File: config.mk
export PLATFORM = sky130hd
export DESIGN_NAME = segregated_refcounted_buffer_pool_unit
export DESIGN_NICKNAME = d
export VERILOG_FILES = /design/src/sv/srbp_pkg.sv /design/src/sv/srbp_ctrl.sv /design/src/sv/srbp_datapath.sv /design/src/sv/segregated_refcounted_buffer_pool_unit.sv
export SDC_FILE = /design/constraint.sdc
export NUM_CORES = 1
export LEC_CHECK = 0
export ABC_AREA = 1
export BUFFER_PORTS_ARGS = -buffer_cell sky130_fd_sc_hd__buf_2
export CORE_ASPECT_RATIO = 1.4
export CORE_MARGIN = 2
export CORE_UTILIZATION = 30
export DETAILED_ROUTE_END_ITERATION = 6
export GPL_ROUTABILITY_DRIVEN = 0
export PLACE_DENSITY = 0.52
export SKIP_CTS_REPAIR_TIMING = 1
export SLEW_MARGIN = 20
export SYNTH_ARGS = -nofsm -noshare
export SYNTH_HDL_FRONTEND = slang
export SYNTH_SLANG_ARGS = --single-unit
File: constraint.sdc
create_clock -name aclk -period 3.44 [get_ports aclk]
set_input_delay 0.344 -clock aclk [delete_from_list [all_inputs] [get_ports aclk]]
set_output_delay 0.344 -clock aclk [all_outputs]
set_load 0.05 [all_outputs]
File: src/sv/srbp_pkg.sv
// Shared types, codes and widths for the segregated buffer pool unit.
package srbp_pkg;

    localparam int IN_W      = 16;
    localparam int OUT_W     = 80;
    localparam int USE_W     = 7;
    localparam int POOL_MAX  = 64;
    localparam int OFF_W     = 6;
    localparam int SLOT_IN_W = 8;
    localparam int REF_OUT_W = 8;

    typedef enum logic [1:0] {
        MODE_ALLOC   = 2'd0,
        MODE_RELEASE = 2'd1,
        MODE_ADDREF  = 2'd2,
        MODE_CLEAR   = 2'd3
    } srbp_mode_t;

    typedef enum logic [1:0] {
        ST_OK        = 2'd0,
        ST_EXHAUSTED = 2'd1,
        ST_BAD_SLOT  = 2'd2,
        ST_SATURATED = 2'd3
    } srbp_status_t;

    typedef enum logic [1:0] {
        POOL_BASIC    = 2'd0,
        POOL_DATAGRAM = 2'd1,
        POOL_SNIP     = 2'd2,
        POOL_STREAM   = 2'd3
    } srbp_pool_t;

    typedef struct packed {
        logic capture;
        logic commit;
    } srbp_cmd_t;

endpackage

File: src/sv/srbp_ctrl.sv
// Request sequencer: accept, execute and result register handshake.
module srbp_ctrl (
    input  logic                aclk,
    input  logic                aresetn,
    input  logic                s_tvalid,
    output logic                s_tready,
    output logic                m_tvalid,
    input  logic                m_tready,
    output srbp_pkg::srbp_cmd_t cmd
);
    import srbp_pkg::*;

    typedef enum logic {
        S_IDLE,
        S_EXEC
    } state_t;

    state_t state_reg, state_next;
    logic   out_valid_reg, out_valid_next;

    assign s_tready = (state_reg == S_IDLE);
    assign m_tvalid = out_valid_reg;

    always_comb begin
        state_next     = state_reg;
        out_valid_next = out_valid_reg;
        cmd.capture    = 1'b0;
        cmd.commit     = 1'b0;
        if (out_valid_reg && m_tready) begin
            out_valid_next = 1'b0;
        end
        case (state_reg)
            S_IDLE: begin
                if (s_tvalid) begin
                    cmd.capture = 1'b1;
                    state_next  = S_EXEC;
                end
            end
            S_EXEC: begin
                if (!out_valid_reg || m_tready) begin
                    cmd.commit     = 1'b1;
                    out_valid_next = 1'b1;
                    state_next     = S_IDLE;
                end
            end
            default: begin
                state_next = S_IDLE;
            end
        endcase
    end

    always_ff @(posedge aclk) begin
        if (!aresetn) begin
            state_reg     <= S_IDLE;
            out_valid_reg <= 1'b0;
        end else begin
            state_reg     <= state_next;
            out_valid_reg <= out_valid_next;
        end
    end

endmodule

File: src/sv/srbp_datapath.sv
// Slot flags, reference count memory, pool counters and result register.
module srbp_datapath #(
    parameter int BASIC_SLOTS    = 16,
    parameter int DATAGRAM_SLOTS = 8,
    parameter int SNIP_SLOTS     = 4,
    parameter int STREAM_SLOTS   = 2,
    parameter int COUNT_BITS     = 8
) (
    input  logic                         aclk,
    input  logic                         aresetn,
    input  srbp_pkg::srbp_cmd_t          cmd,
    input  logic [srbp_pkg::IN_W-1:0]    s_tdata,
    output logic [srbp_pkg::OUT_W-1:0]   m_tdata
);
    import srbp_pkg::*;

    localparam int TOTAL  = BASIC_SLOTS + DATAGRAM_SLOTS + SNIP_SLOTS + STREAM_SLOTS;
    localparam int SLOT_W = $clog2(TOTAL);
    localparam int B1     = BASIC_SLOTS;
    localparam int B2     = B1 + DATAGRAM_SLOTS;
    localparam int B3     = B2 + SNIP_SLOTS;
    localparam logic [COUNT_BITS-1:0] COUNT_MAX = {COUNT_BITS{1'b1}};

    srbp_mode_t              mode_reg;
    logic [1:0]              pool_reg;
    logic [SLOT_IN_W-1:0]    slot_reg;
    logic [COUNT_BITS-1:0]   rd_reg;
    logic [COUNT_BITS-1:0]   refs_mem [TOTAL];

    logic [TOTAL-1:0]        busy_reg, busy_next;
    logic [3:0][USE_W-1:0]   in_use_reg, in_use_next;
    logic [3:0][USE_W-1:0]   peak_reg, peak_next;
    logic [OUT_W-1:0]        out_reg;

    logic [3:0][POOL_MAX-1:0] free_vec;
    logic [POOL_MAX-1:0]      sel_free;
    logic [OFF_W-1:0]         off;
    logic                     found;
    logic [8:0]               base9;
    logic [8:0]               alloc9;
    logic [SLOT_W-1:0]        slot_idx;
    logic                     in_range;
    logic                     slot_ok;
    logic [1:0]               rel_pool;
    logic [USE_W-1:0]         use_inc;

    srbp_status_t             status;
    logic [SLOT_IN_W-1:0]     idx_out;
    logic [COUNT_BITS-1:0]    cnt;
    logic [15:0]              cnt16;
    logic [REF_OUT_W-1:0]     ref_out;
    logic                     mem_we;
    logic [SLOT_W-1:0]        mem_wa;
    logic [COUNT_BITS-1:0]    mem_wd;

    for (genvar i = 0; i < POOL_MAX; i++) begin : g_free
        if (i < BASIC_SLOTS) begin : g_b
            assign free_vec[0][i] = ~busy_reg[i];
        end else begin : g_bz
            assign free_vec[0][i] = 1'b0;
        end
        if (i < DATAGRAM_SLOTS) begin : g_d
            assign free_vec[1][i] = ~busy_reg[B1 + i];
        end else begin : g_dz
            assign free_vec[1][i] = 1'b0;
        end
        if (i < SNIP_SLOTS) begin : g_s
            assign free_vec[2][i] = ~busy_reg[B2 + i];
        end else begin : g_sz
            assign free_vec[2][i] = 1'b0;
        end
        if (i < STREAM_SLOTS) begin : g_t
            assign free_vec[3][i] = ~busy_reg[B3 + i];
        end else begin : g_tz
            assign free_vec[3][i] = 1'b0;
        end
    end

    assign sel_free = free_vec[pool_reg];
    assign found    = |sel_free;

    always_comb begin
        off = '0;
        for (int i = POOL_MAX - 1; i >= 0; i--) begin
            if (sel_free[i]) begin
                off = OFF_W'(i);
            end
        end
    end

    always_comb begin
        case (pool_reg)
            POOL_BASIC:    base9 = 9'd0;
            POOL_DATAGRAM: base9 = 9'(B1);
            POOL_SNIP:     base9 = 9'(B2);
            default:       base9 = 9'(B3);
        endcase
    end

    assign alloc9   = base9 + {3'b000, off};
    assign slot_idx = slot_reg[SLOT_W-1:0];
    assign in_range = ({1'b0, slot_reg} < 9'(TOTAL));
    assign slot_ok  = in_range && busy_reg[slot_idx];
    assign use_inc  = in_use_reg[pool_reg] + USE_W'(1);

    always_comb begin
        if ({1'b0, slot_reg} < 9'(B1)) begin
            rel_pool = POOL_BASIC;
        end else if ({1'b0, slot_reg} < 9'(B2)) begin
            rel_pool = POOL_DATAGRAM;
        end else if ({1'b0, slot_reg} < 9'(B3)) begin
            rel_pool = POOL_SNIP;
        end else begin
            rel_pool = POOL_STREAM;
        end
    end

    always_comb begin
        status      = ST_OK;
        idx_out     = '0;
        cnt         = '0;
        busy_next   = busy_reg;
        in_use_next = in_use_reg;
        peak_next   = peak_reg;
        mem_we      = 1'b0;
        mem_wa      = slot_idx;
        mem_wd      = rd_reg;
        case (mode_reg)
            MODE_ALLOC: begin
                if (found) begin
                    busy_next[alloc9[SLOT_W-1:0]] = 1'b1;
                    in_use_next[pool_reg]         = use_inc;
                    if (use_inc > peak_reg[pool_reg]) begin
                        peak_next[pool_reg] = use_inc;
                    end
                    mem_we  = 1'b1;
                    mem_wa  = alloc9[SLOT_W-1:0];
                    mem_wd  = COUNT_BITS'(1);
                    idx_out = alloc9[SLOT_IN_W-1:0];
                    cnt     = COUNT_BITS'(1);
                end else begin
                    status = ST_EXHAUSTED;
                end
            end
            MODE_RELEASE: begin
                idx_out = slot_reg;
                if (!slot_ok) begin
                    status = ST_BAD_SLOT;
                end else begin
                    cnt = (rd_reg != '0) ? rd_reg - COUNT_BITS'(1) : rd_reg;
                    mem_we = 1'b1;
                    mem_wd = cnt;
                    if (cnt == '0) begin
                        busy_next[slot_idx] = 1'b0;
                        if (in_use_reg[rel_pool] != '0) begin
                            in_use_next[rel_pool] = in_use_reg[rel_pool] - USE_W'(1);
                        end
                    end
                end
            end
            MODE_ADDREF: begin
                idx_out = slot_reg;
                if (!slot_ok) begin
                    status = ST_BAD_SLOT;
                end else if (rd_reg == COUNT_MAX) begin
                    status = ST_SATURATED;
                    cnt    = rd_reg;
                end else begin
                    cnt    = rd_reg + COUNT_BITS'(1);
                    mem_we = 1'b1;
                    mem_wd = cnt;
                end
            end
            MODE_CLEAR: begin
                peak_next = '0;
            end
            default: begin
                status = ST_OK;
            end
        endcase
    end

    assign cnt16   = 16'(cnt);
    assign ref_out = (cnt16 > 16'd255) ? 8'hFF : cnt16[REF_OUT_W-1:0];

    always_ff @(posedge aclk) begin
        if (cmd.capture) begin
            mode_reg <= srbp_mode_t'(s_tdata[1:0]);
            pool_reg <= s_tdata[3:2];
            slot_reg <= s_tdata[11:4];
            rd_reg   <= refs_mem[s_tdata[4 +: SLOT_W]];
        end
        if (cmd.commit && mem_we) begin
            refs_mem[mem_wa] <= mem_wd;
        end
        if (cmd.commit) begin
            out_reg <= {6'd0,
                        peak_next[3], peak_next[2], peak_next[1], peak_next[0],
                        in_use_next[3], in_use_next[2], in_use_next[1], in_use_next[0],
                        ref_out, idx_out, status};
        end
    end

    always_ff @(posedge aclk) begin
        if (!aresetn) begin
            busy_reg   <= '0;
            in_use_reg <= '0;
            peak_reg   <= '0;
        end else if (cmd.commit) begin
            busy_reg   <= busy_next;
            in_use_reg <= in_use_next;
            peak_reg   <= peak_next;
        end
    end

    assign m_tdata = out_reg;

endmodule

File: src/sv/segregated_refcounted_buffer_pool_unit.sv
// Top level of the four-pool reference-counted buffer slot manager.
// In the transfer cycle, taken in the idle state, the slot's reference count is read from
// the count memory into a register; in the execute state the lowest-free-slot search over
// the pool's busy flags runs and the count is written back. A new request is taken only
// once the execute state has finished and the block is back in the idle state.
// The result sits in an output register; while an earlier result waits there, the
// execute cycle holds until it is taken. Busy flags clear at reset, so the block
// needs no clearing pass and takes requests right after reset.
module segregated_refcounted_buffer_pool_unit #(
    parameter int BASIC_SLOTS    = 16,
    parameter int DATAGRAM_SLOTS = 8,
    parameter int SNIP_SLOTS     = 4,
    parameter int STREAM_SLOTS   = 2,
    parameter int COUNT_BITS     = 8
) (
    input  logic                       aclk,
    input  logic                       aresetn,
    input  logic                       s_tvalid,
    output logic                       s_tready,
    // mode[1:0], pool[3:2], slot[11:4], zero[15:12]
    input  logic [srbp_pkg::IN_W-1:0]  s_tdata,
    output logic                       m_tvalid,
    input  logic                       m_tready,
    // status[1:0], slot_index[9:2], ref_count[17:10], basic_in_use[24:18],
    // datagram_in_use[31:25], snip_in_use[38:32], stream_in_use[45:39],
    // basic_peak[52:46], datagram_peak[59:53], snip_peak[66:60],
    // stream_peak[73:67], zero[79:74]
    output logic [srbp_pkg::OUT_W-1:0] m_tdata
);
    import srbp_pkg::*;

    srbp_cmd_t cmd;

    srbp_ctrl u_ctrl (
        .aclk     (aclk),
        .aresetn  (aresetn),
        .s_tvalid (s_tvalid),
        .s_tready (s_tready),
        .m_tvalid (m_tvalid),
        .m_tready (m_tready),
        .cmd      (cmd)
    );

    srbp_datapath #(
        .BASIC_SLOTS    (BASIC_SLOTS),
        .DATAGRAM_SLOTS (DATAGRAM_SLOTS),
        .SNIP_SLOTS     (SNIP_SLOTS),
        .STREAM_SLOTS   (STREAM_SLOTS),
        .COUNT_BITS     (COUNT_BITS)
    ) u_datapath (
        .aclk    (aclk),
        .aresetn (aresetn),
        .cmd     (cmd),
        .s_tdata (s_tdata),
        .m_tdata (m_tdata)
    );

endmodule

==> results of run 1 <==
## stage by stage
step                cells  worst slack [ns]  utilization (%)
finish               3377           -0.0308             38.1
global route         3377            -0.229             38.1
CTS                  3349            -0.379             36.8
detailed placement   3265            -0.377             34.6
global placement     3265            -0.342             34.6
floorplan            2229            -0.132                -
## cell families after synthesis
family / count (synthesis) / synth area share (%)
other: 1 / 0.0185
XOR/XNOR: 9 / 0.389
buffers and inverters: 315 / 6.10
AO/OA/AOI/OAI: 549 / 15.7
flip-flops: 422 / 58.2
AND/OR/NAND/NOR: 908 / 18.4
adder cells (fa/ha/maj): 20 / 1.27
## power by group through the flow
stage               Combinational (uW)  Sequential, uW  Clock [uW]
floorplan                          743            6000           0
global placement                  1550            5810           0
detailed placement                1570            5810           0
CTS                               1570            5700        4910
global route                      1870            5710        5120
finish                            1750            5700        4790
## metal layers
layer  routed length (um)  up-vias
met5                   13        -
li1                     -     8226
met1                25600     8284
met3                 3560      179
met4                 3330        2
met2                33300      620
## placed cells by master (no fill, tap or decap), types with 88 or more instances in the layout
cell / instances
sky130_fd_sc_hd__edfxtp_1: 334
sky130_fd_sc_hd__nor2_1: 230
sky130_fd_sc_hd__inv_1: 186
sky130_fd_sc_hd__a21oi_1: 116
sky130_fd_sc_hd__nand2_1: 458
sky130_fd_sc_hd__buf_2: 90
sky130_fd_sc_hd__o21ai_0: 211
sky130_fd_sc_hd__buf_4: 179
sky130_fd_sc_hd__dfxtp_1: 88
sky130_fd_sc_hd__nand3_1: 96
## layout make-up
type	count	area share (%)
inverters	211	3.18
clock buffers	57	4.77
flip-flops and latches	422	46.4
well taps	855	4.21
clock inverters	27	0.901
multi-input cells	1494	31.2
repair buffers	311	9.30
## critical path, stage by stage (launching register included)
cell and delay, ns:
sky130_fd_sc_hd__edfxtp_1 0.56, sky130_fd_sc_hd__inv_2 0.14, sky130_fd_sc_hd__nand2_4 0.11, sky130_fd_sc_hd__buf_8 0.14
sky130_fd_sc_hd__nor2_4 0.03, sky130_fd_sc_hd__nor3_2 0.21, sky130_fd_sc_hd__ha_2 0.26, sky130_fd_sc_hd__xor2_1 0.15
sky130_fd_sc_hd__inv_1 0.09, sky130_fd_sc_hd__ha_4 0.29, sky130_fd_sc_hd__nand2_4 0.05, sky130_fd_sc_hd__o21ai_2 0.13
sky130_fd_sc_hd__nand4_1 0.10, sky130_fd_sc_hd__o211ai_1 0.14, sky130_fd_sc_hd__nand2_2 0.12, sky130_fd_sc_hd__clkinv_4 0.09
sky130_fd_sc_hd__buf_6 0.13, sky130_fd_sc_hd__buf_12 0.11, sky130_fd_sc_hd__nand2_8 0.05, sky130_fd_sc_hd__o211ai_1 0.17
sky130_fd_sc_hd__nand2_1 0.10
## final timing paths
check                                              from                               endpoint  slack [ns]  cells past startpoint
setup / recovery       u_datapath.pool_reg[0]$_DFFE_PP_       u_datapath.m_tdata[52]$_DFFE_PP_       -0.03                     20
hold / removal                                 m_tready             u_ctrl.m_tvalid$_SDFF_PN0_        0.05                      4
setup reg to reg       u_datapath.pool_reg[0]$_DFFE_PP_       u_datapath.m_tdata[52]$_DFFE_PP_       -0.03                     20
hold reg to reg   u_datapath.in_use_reg[9]$_SDFFE_PN0P_  u_datapath.in_use_reg[9]$_SDFFE_PN0P_        0.45                      2
==> summary.md, run 1 <==
| Metric | Value |
|---|---|
| Area occupied by multi-input gates | 7930 sq um |
| Max-cap violation count | 0 |
| Cell area after layout | 25,400 sq um |
| Number of flip-flops in the largest register | 240 |
| Overall die height | 312 um |
| Count of vias placed by the detailed router | 17,300 |
| Synthesized flop and latch total | 422 |
| Clk pin slew, worst setup/hold paths | 0.06 ns |
| Final-report hold violation count | 0 |
| Total CTS buffers | 46 |
| Crit path required time | 3.76 ns |
| Setup violations, final | 91 |
| Number of unique standard cell types used by synthesis | 52 |
| Slew at the pin with the worst max-slew slack | 0.758 ns |
| Class of the most critical hold timing path | in -> reg |
| Worst path setup slack after routing | -0.0308 ns |
| Largest voltage drop on the vdd net | 0.414 mV |
| Number of search-and-repair iterations in the first detailed-routing pass | 7 |
| Leakage | 0.00976 uW |
| Post-synthesis instance area | 20,300 sq um |
| Switching power of the nets | 3360 uW |
| Number of fill cells in the layout | 6,658 |
| Number of top-level pins | 102 |
| Met3 usage in global routing | 2.67% |
| Switching share of power | 27.4% |
| Clock latency at the later pin of the worst-skew pair | 0.59 ns |
| Max_slew headroom | 49.4% |
| Worst clock skew | 0.0156 ns |
| Total Power Consumption | 12,200 uW |
| WL per Instance | 19.5 um |
| Die ar. | 69,700 sq um |
| Worst slack on hold paths | 0.0479 ns |
| Layout-stage area growth over the synthesis result | 25.3% |
| Initial Utilization | 30.4% |
| Clock tree from TritonCTS | done |
| Number of nets in the final layout | 2,526 |
| Post-route ant nets | 0 |
| Fin crit share | 101% |
| Clock H-tree levels | 2 |
| Cells after Synth | 2,224 |
| Vias in the first global route | 16,900 |
| Area of the core | 66,700 sq um |
| Most area-hungry cell type in the Yosys netlist | sky130_fd_sc_hd__edfxtp_1 |
| Time the worst path needs with I/O delays and setup | 3.47 ns |
| Fraction of the yosys area taken by sequential cells | 58.2% |
| Standard-cell row count | 112 |
| GR Overflow Total | 0 |
| Met1 Resource Use GR | 21.4% |
| Async SR Flop Fraction | 0% |
| Cell Int Power | 8880 uW |
| Fraction of layout cells with a size suffix above 1 | 21.5% |
| RSZ-0062 raised after global routing | true |
| Clock root buffer master | sky130_fd_sc_hd__clkbuf_16 |
| Floorplan die width | 224 um |
| Combinational cell fraction of total power | 14.3% |
| Diodes inserted | 0 |
| Most common flop cell mapped by yosys | sky130_fd_sc_hd__edfxtp_1 |
| Post-detailed-placement half-perimeter wirelength | 45,900 um |
| Element type at the critical path end | register |
| Most frequent cell after synthesis | sky130_fd_sc_hd__nand2_1 |
| Maximum fanout along the worst path | 7 |
| Area taken by flip-flops and latches | 11,800 sq um |
| Sequential Power Share | 46.6% |
| Layer carrying the most global-route usage | met2 |
| Part of the total power dissipated in the clock network | 39.1% |
| Pin count of the biggest net entering global routing | 71 |
| Global-route usage over all layers | 18.4% |
| PD cells | 482 nW/um^2 |
| Initial antenna violation count | 1 |
| Fmax achieved | 0.288 GHz |
| Count of buffers from port buffering | 91 |
| TritonCTS sink count | 422 |
| WP data arrival | 3.79 ns |
| Worst-case clock buffer depth | 3 |
| Top cells by count, synth | sky130_fd_sc_hd__nand2_1, sky130_fd_sc_hd__edfxtp_1, sky130_fd_sc_hd__nor2_1 |
| Global-route wire length before repair | 99,500 um |
| Outcome | finished, violations left |
| Slew Viols, Final | 0 |
| Mapped Avg Cell Area | 9.12 sq um |
| Kind of start point of the critical path | register |
| Global routing usage on met2 | 32.8% |
| Drt first-iter violations | 1,189 |
| Kind of critical path | reg -> reg |
| Area contributors post-synth | sky130_fd_sc_hd__edfxtp_1, sky130_fd_sc_hd__nand2_1, sky130_fd_sc_hd__dfxtp_1, sky130_fd_sc_hd__o21ai_0, sky130_fd_sc_hd__nor2_1 |
| Total Routed Length | 65,900 um |
| Fraction of synthesized cell area taken by the top area cell type | 49.5% |
| Via density per instance | 5.13 |
| Count of flip-flops with a built-in enable after synthesis | 334 |
| Placed inst area | 23,100 sq um |
| Failing checks | negative setup slack |
| Detailed-route DRC error count | 0 |
| Yosys Warn Count | 0 |
| Post-Route Setup TNS | -1.17 ns |
Note: power is estimated with default switching activity, not from simulation.
==> inputs of run 2 (changes only) <==
--- a/config.mk
+++ b/config.mk
@@ -5,14 +5,14 @@
 export SDC_FILE = /design/constraint.sdc
 export NUM_CORES = 1
 export LEC_CHECK = 0
-export ABC_AREA = 1
+export ABC_AREA = 0
 export BUFFER_PORTS_ARGS = -buffer_cell sky130_fd_sc_hd__buf_2
 export CORE_ASPECT_RATIO = 1.4
 export CORE_MARGIN = 2
 export CORE_UTILIZATION = 30
 export DETAILED_ROUTE_END_ITERATION = 6
 export GPL_ROUTABILITY_DRIVEN = 0
-export PLACE_DENSITY = 0.52
+export PLACE_DENSITY = 0.51
 export SKIP_CTS_REPAIR_TIMING = 1
 export SLEW_MARGIN = 20
 export SYNTH_ARGS = -nofsm -noshare
==> constraint.sdc (replaced) <==
create_clock -name aclk -period 3.7 [get_ports aclk]
set_input_delay 0.37 -clock aclk [delete_from_list [all_inputs] [get_ports aclk]]
set_output_delay 0.37 -clock aclk [all_outputs]
set_load 0.05 [all_outputs]
==> summary.md, run 2 <==
| Metric | Value |
|---|---|
| Async SR Flop Fraction | 0% (unchanged) |
| Via density per instance | 5.48 (was 5.13) |
| Global-route wire length before repair | 94,000 um (was 99,500 um) |
| Fraction of layout cells with a size suffix above 1 | 32.2% (was 21.5%) |
| Most frequent cells in the layout | sky130_fd_sc_hd__edfxtp_1, sky130_fd_sc_hd__buf_4, sky130_fd_sc_hd__nand2_1 (was sky130_fd_sc_hd__nand2_1, sky130_fd_sc_hd__edfxtp_1, sky130_fd_sc_hd__nor2_1) |
| WP data arrival | 3.97 ns (was 3.79 ns) |
| Part of the total power dissipated in the clock network | 40.0% (was 39.1%) |
| Worst slack on hold paths | 0.00591 ns (was 0.0479 ns) |
| Post-detailed-placement half-perimeter wirelength | 46,100 um (was 45,900 um) |
| Count of flip-flops with a built-in enable after synthesis | 334 (unchanged) |
| Clock root buffer master | sky130_fd_sc_hd__clkbuf_16 (unchanged) |
| Slew Viols, Final | 0 (unchanged) |
| Switching power of the nets | 2980 uW (was 3360 uW) |
| Total Power Consumption | 11,400 uW (was 12,200 uW) |
| Met1 Resource Use GR | 19.7% (was 21.4%) |
| Sequential Power Share | 46.6% (about the same) |
| Max_slew headroom | 44.8% (was 49.4%) |
| R2r endpoint | u_datapath.refs_mem[7][7]$_DFFE_PP_ (was u_datapath.m_tdata[52]$_DFFE_PP_) |
| Detailed-route DRC error count | 0 (unchanged) |
| Outcome | completed (was finished, violations left) |
| Fraction of the yosys area taken by sequential cells | 58.2% (about the same) |
| Kind of critical path | reg -> reg (unchanged) |
| WL per Instance | 23.4 um (was 19.5 um) |
| Layer carrying the most global-route usage | met2 (unchanged) |
| Worst clock skew | 0.0297 ns (was 0.0156 ns) |
| Setup violations, final | 0 (was 91) |
| Layout-stage area growth over the synthesis result | 24.8% (was 25.3%) |
| Number of unique standard cell types used by synthesis | 86 (was 52) |
| Worst-case clock buffer depth | 3 (unchanged) |
| Met3 usage in global routing | 2.42% (was 2.67%) |
| Count of buffers from port buffering | 91 (unchanged) |
| Time the worst path needs with I/O delays and setup | 3.64 ns (was 3.47 ns) |
| Initial Utilization | 30.4% (about the same) |
| Most common flop cell mapped by yosys | sky130_fd_sc_hd__edfxtp_1 (unchanged) |
| Area contributors post-synth | sky130_fd_sc_hd__edfxtp_1, sky130_fd_sc_hd__mux4_2, sky130_fd_sc_hd__dfxtp_1, sky130_fd_sc_hd__nand2_1, sky130_fd_sc_hd__mux2i_1 (was sky130_fd_sc_hd__edfxtp_1, sky130_fd_sc_hd__nand2_1, sky130_fd_sc_hd__dfxtp_1, sky130_fd_sc_hd__o21ai_0, sky130_fd_sc_hd__nor2_1) |
| Count of vias placed by the detailed router | 14,800 (was 17,300) |
| Post-route ant nets | 0 (unchanged) |
| Most area-hungry cell type in the Yosys netlist | sky130_fd_sc_hd__edfxtp_1 (unchanged) |
| Cells after Synth | 1,545 (was 2,224) |
| Initial antenna violation count | 4 (was 1) |
| Fmax achieved | 0.275 GHz (was 0.288 GHz) |
| Number of flip-flops in the largest register | 240 (unchanged) |
| Clk pin slew, worst setup/hold paths | 0.06 ns (about the same) |
| Combinational cell fraction of total power | 13.4% (was 14.3%) |
| Number of top-level pins | 102 (unchanged) |
| Worst min-delay path endpoint | u_ctrl.state_reg$_SDFF_PN0_ (was u_ctrl.m_tvalid$_SDFF_PN0_) |
| Total CTS buffers | 43 (was 46) |
| Synthesized flop and latch total | 422 (unchanged) |
| RSZ-0062 raised after global routing | true (unchanged) |
| Cell Int Power | 8440 uW (was 8880 uW) |
| Leakage | 0.00876 uW (was 0.00976 uW) |
| Mapped Avg Cell Area | 13.1 sq um (was 9.12 sq um) |
| Total Routed Length | 63,100 um (was 65,900 um) |
| Cell count of the worst reg-to-reg path | 11 (was 20) |
| Clock tree from TritonCTS | done (unchanged) |
| Global routing usage on met2 | 32.9% (was 32.8%) |
| PD cells | 452 nW/um^2 (was 482 nW/um^2) |
| Post-synthesis instance area | 20,200 sq um (was 20,300 sq um) |
| Number of fill cells in the layout | 6,331 (was 6,658) |
| Final-report hold violation count | 0 (unchanged) |
| Global-route usage over all layers | 17.8% (was 18.4%) |
| GR Overflow Total | 0 (unchanged) |
| Area of the core | 66,700 sq um (unchanged) |
| Floorplan die width | 224 um (about the same) |
| Max-cap violation count | 0 (unchanged) |
| Drt first-iter violations | 1,259 (was 1,189) |
| CP Launch Point | u_datapath.slot_reg[1]$_DFFE_PP_ (was u_datapath.pool_reg[0]$_DFFE_PP_) |
| Worst min-delay path startpoint | s_tvalid (was m_tready) |
| Clock latency at the later pin of the worst-skew pair | 0.59 ns (about the same) |
| Element type at the critical path end | register (unchanged) |
| Class of the most critical hold timing path | in -> reg (unchanged) |
| Kind of start point of the critical path | register (unchanged) |
| Die ar. | 69,600 sq um (was 69,700 sq um) |
| Clock H-tree levels | 2 (unchanged) |
| Yosys Warn Count | 0 (unchanged) |
| Overall die height | 311 um (was 312 um) |
| Maximum fanout along the worst path | 11 (was 7) |
| Number of search-and-repair iterations in the first detailed-routing pass | 6 (was 7) |
| Number of nets in the final layout | 1,851 (was 2,526) |
| Hold path cells | 3 (was 4) |
| TritonCTS sink count | 422 (unchanged) |
| Most frequent cell after synthesis | sky130_fd_sc_hd__edfxtp_1 (was sky130_fd_sc_hd__nand2_1) |
| Crit path required time | 4.04 ns (was 3.76 ns) |
| Start of the worst register-to-register path | u_datapath.slot_reg[1]$_DFFE_PP_ (was u_datapath.pool_reg[0]$_DFFE_PP_) |
| Slew at the pin with the worst max-slew slack | 0.826 ns (was 0.758 ns) |
| Pin count of the biggest net entering global routing | 109 (was 71) |
| Top cells by count, synth | sky130_fd_sc_hd__edfxtp_1, sky130_fd_sc_hd__nand2_1, sky130_fd_sc_hd__dfxtp_1, sky130_fd_sc_hd__mux4_2, sky130_fd_sc_hd__nor2_1 (was sky130_fd_sc_hd__nand2_1, sky130_fd_sc_hd__edfxtp_1, sky130_fd_sc_hd__nor2_1) |
| Fraction of synthesized cell area taken by the top area cell type | 49.5% (about the same) |
| Largest voltage drop on the vdd net | 0.307 mV (was 0.414 mV) |
| R2r setup slk | 0.06 ns (was -0.03 ns) |
| Standard-cell row count | 112 (unchanged) |
| Switching share of power | 26.1% (was 27.4%) |
| Vias in the first global route | 14,900 (was 16,900) |
| Most common cell after layout, fill and taps aside | sky130_fd_sc_hd__edfxtp_1 (was sky130_fd_sc_hd__nand2_1) |
| Fin crit share | 98.3% (was 101%) |
## run 2: cell types whose count changed in the layout (fill, tap and decap cells not counted), moves of 38 or more
cell                      change
sky130_fd_sc_hd__nand2_1    -343
sky130_fd_sc_hd__nor2_1     -161
sky130_fd_sc_hd__inv_1      -154
sky130_fd_sc_hd__o21ai_0    -143
sky130_fd_sc_hd__mux4_2      +88
sky130_fd_sc_hd__a21oi_1     -83
sky130_fd_sc_hd__nand3_1     -68
sky130_fd_sc_hd__a22o_1      +44
sky130_fd_sc_hd__mux2i_1     +42
sky130_fd_sc_hd__nor3_1      +38
## run 2: critical path: stages, from the launching register on
cell,delay [ns]
sky130_fd_sc_hd__edfxtp_1,0.74
sky130_fd_sc_hd__buf_4,0.31
sky130_fd_sc_hd__mux2i_1,0.30
sky130_fd_sc_hd__o32ai_1,0.14
sky130_fd_sc_hd__a222oi_1,0.59
sky130_fd_sc_hd__a31o_2,0.27
sky130_fd_sc_hd__nor2_1,0.05
sky130_fd_sc_hd__a32oi_1,0.22
sky130_fd_sc_hd__buf_4,0.24
sky130_fd_sc_hd__buf_4,0.23
sky130_fd_sc_hd__nor4_2,0.08
sky130_fd_sc_hd__buf_4,0.20
## run 2: cells by family after synthesis
kind of cell / Yosys count / synth area share [%]
compound gates: 362 / 12.7
xor+xnor: 9 / 0.389
fa+ha+maj: 20 / 1.27
buf+inv: 149 / 3.26
flops: 422 / 58.2
mux: 157 / 13.4
other cells: 1 / 0.0185
simple gates: 425 / 10.8
## run 2: area by class of cell
cell class	instances	area [sq um]	area share, %
Clock buffer	58	1200	4.77
Timing Repair Buffer	328	2490	9.84
Multi-Input combinational cell	979	8300	32.8
Inverter	37	141	0.559
Tap cell	855	1070	4.23
Clock inverter	21	279	1.10
Sequential cell	422	11800	46.7
Antenna cell	1	2.50	0.00990
## run 2: worst max-delay path by stage
stage | end | cells past startpoint
2_1_floorplan | u_datapath.refs_mem[7][0]$_DFFE_PP_ | 12
3_3_place_gp | u_datapath.m_tdata[58]$_DFFE_PP_ | 15
3_5_place_dp | u_datapath.refs_mem[20][3]$_DFFE_PP_ | 12
4_1_cts | u_datapath.refs_mem[20][5]$_DFFE_PP_ | 12
5_1_grt | u_datapath.m_tdata[62]$_DFFE_PP_ | 14
6_report | u_datapath.refs_mem[7][7]$_DFFE_PP_ | 11
## run 2: per-stage QoR
step                setup WS, ns  instance area (sq um)  instances  utilization [%]  TNS, ns
floorplan                 -0.113                  20400       1550                -    -3.62
CTS                       -0.189                  24800       2682             37.2   -10.15
detailed placement        -0.160                  23300       2603             34.9    -6.40
global route             -0.0332                  25300       2700             37.9   -0.517
finish                    0.0640                  25300       2701             37.9        0
global placement         -0.0801                  23300       2603             34.9    -2.60
## run 2: routing by layer
layer | vias up | routed length, um
li1 | 6681 | -
met4 | 4 | 3520
met3 | 169 | 2860
met2 | 507 | 33400
met5 | - | 29
met1 | 7431 | 23300
## run 2: power groups by stage
stage,clock network [uW],logic (uW),registers (uW)
2_1_floorplan,0,729,5580
3_3_place_gp,0,1450,5420
3_5_place_dp,0,1470,5420
4_1_cts,4680,1470,5320
5_1_grt,4840,1620,5320
6_report,4570,1530,5320
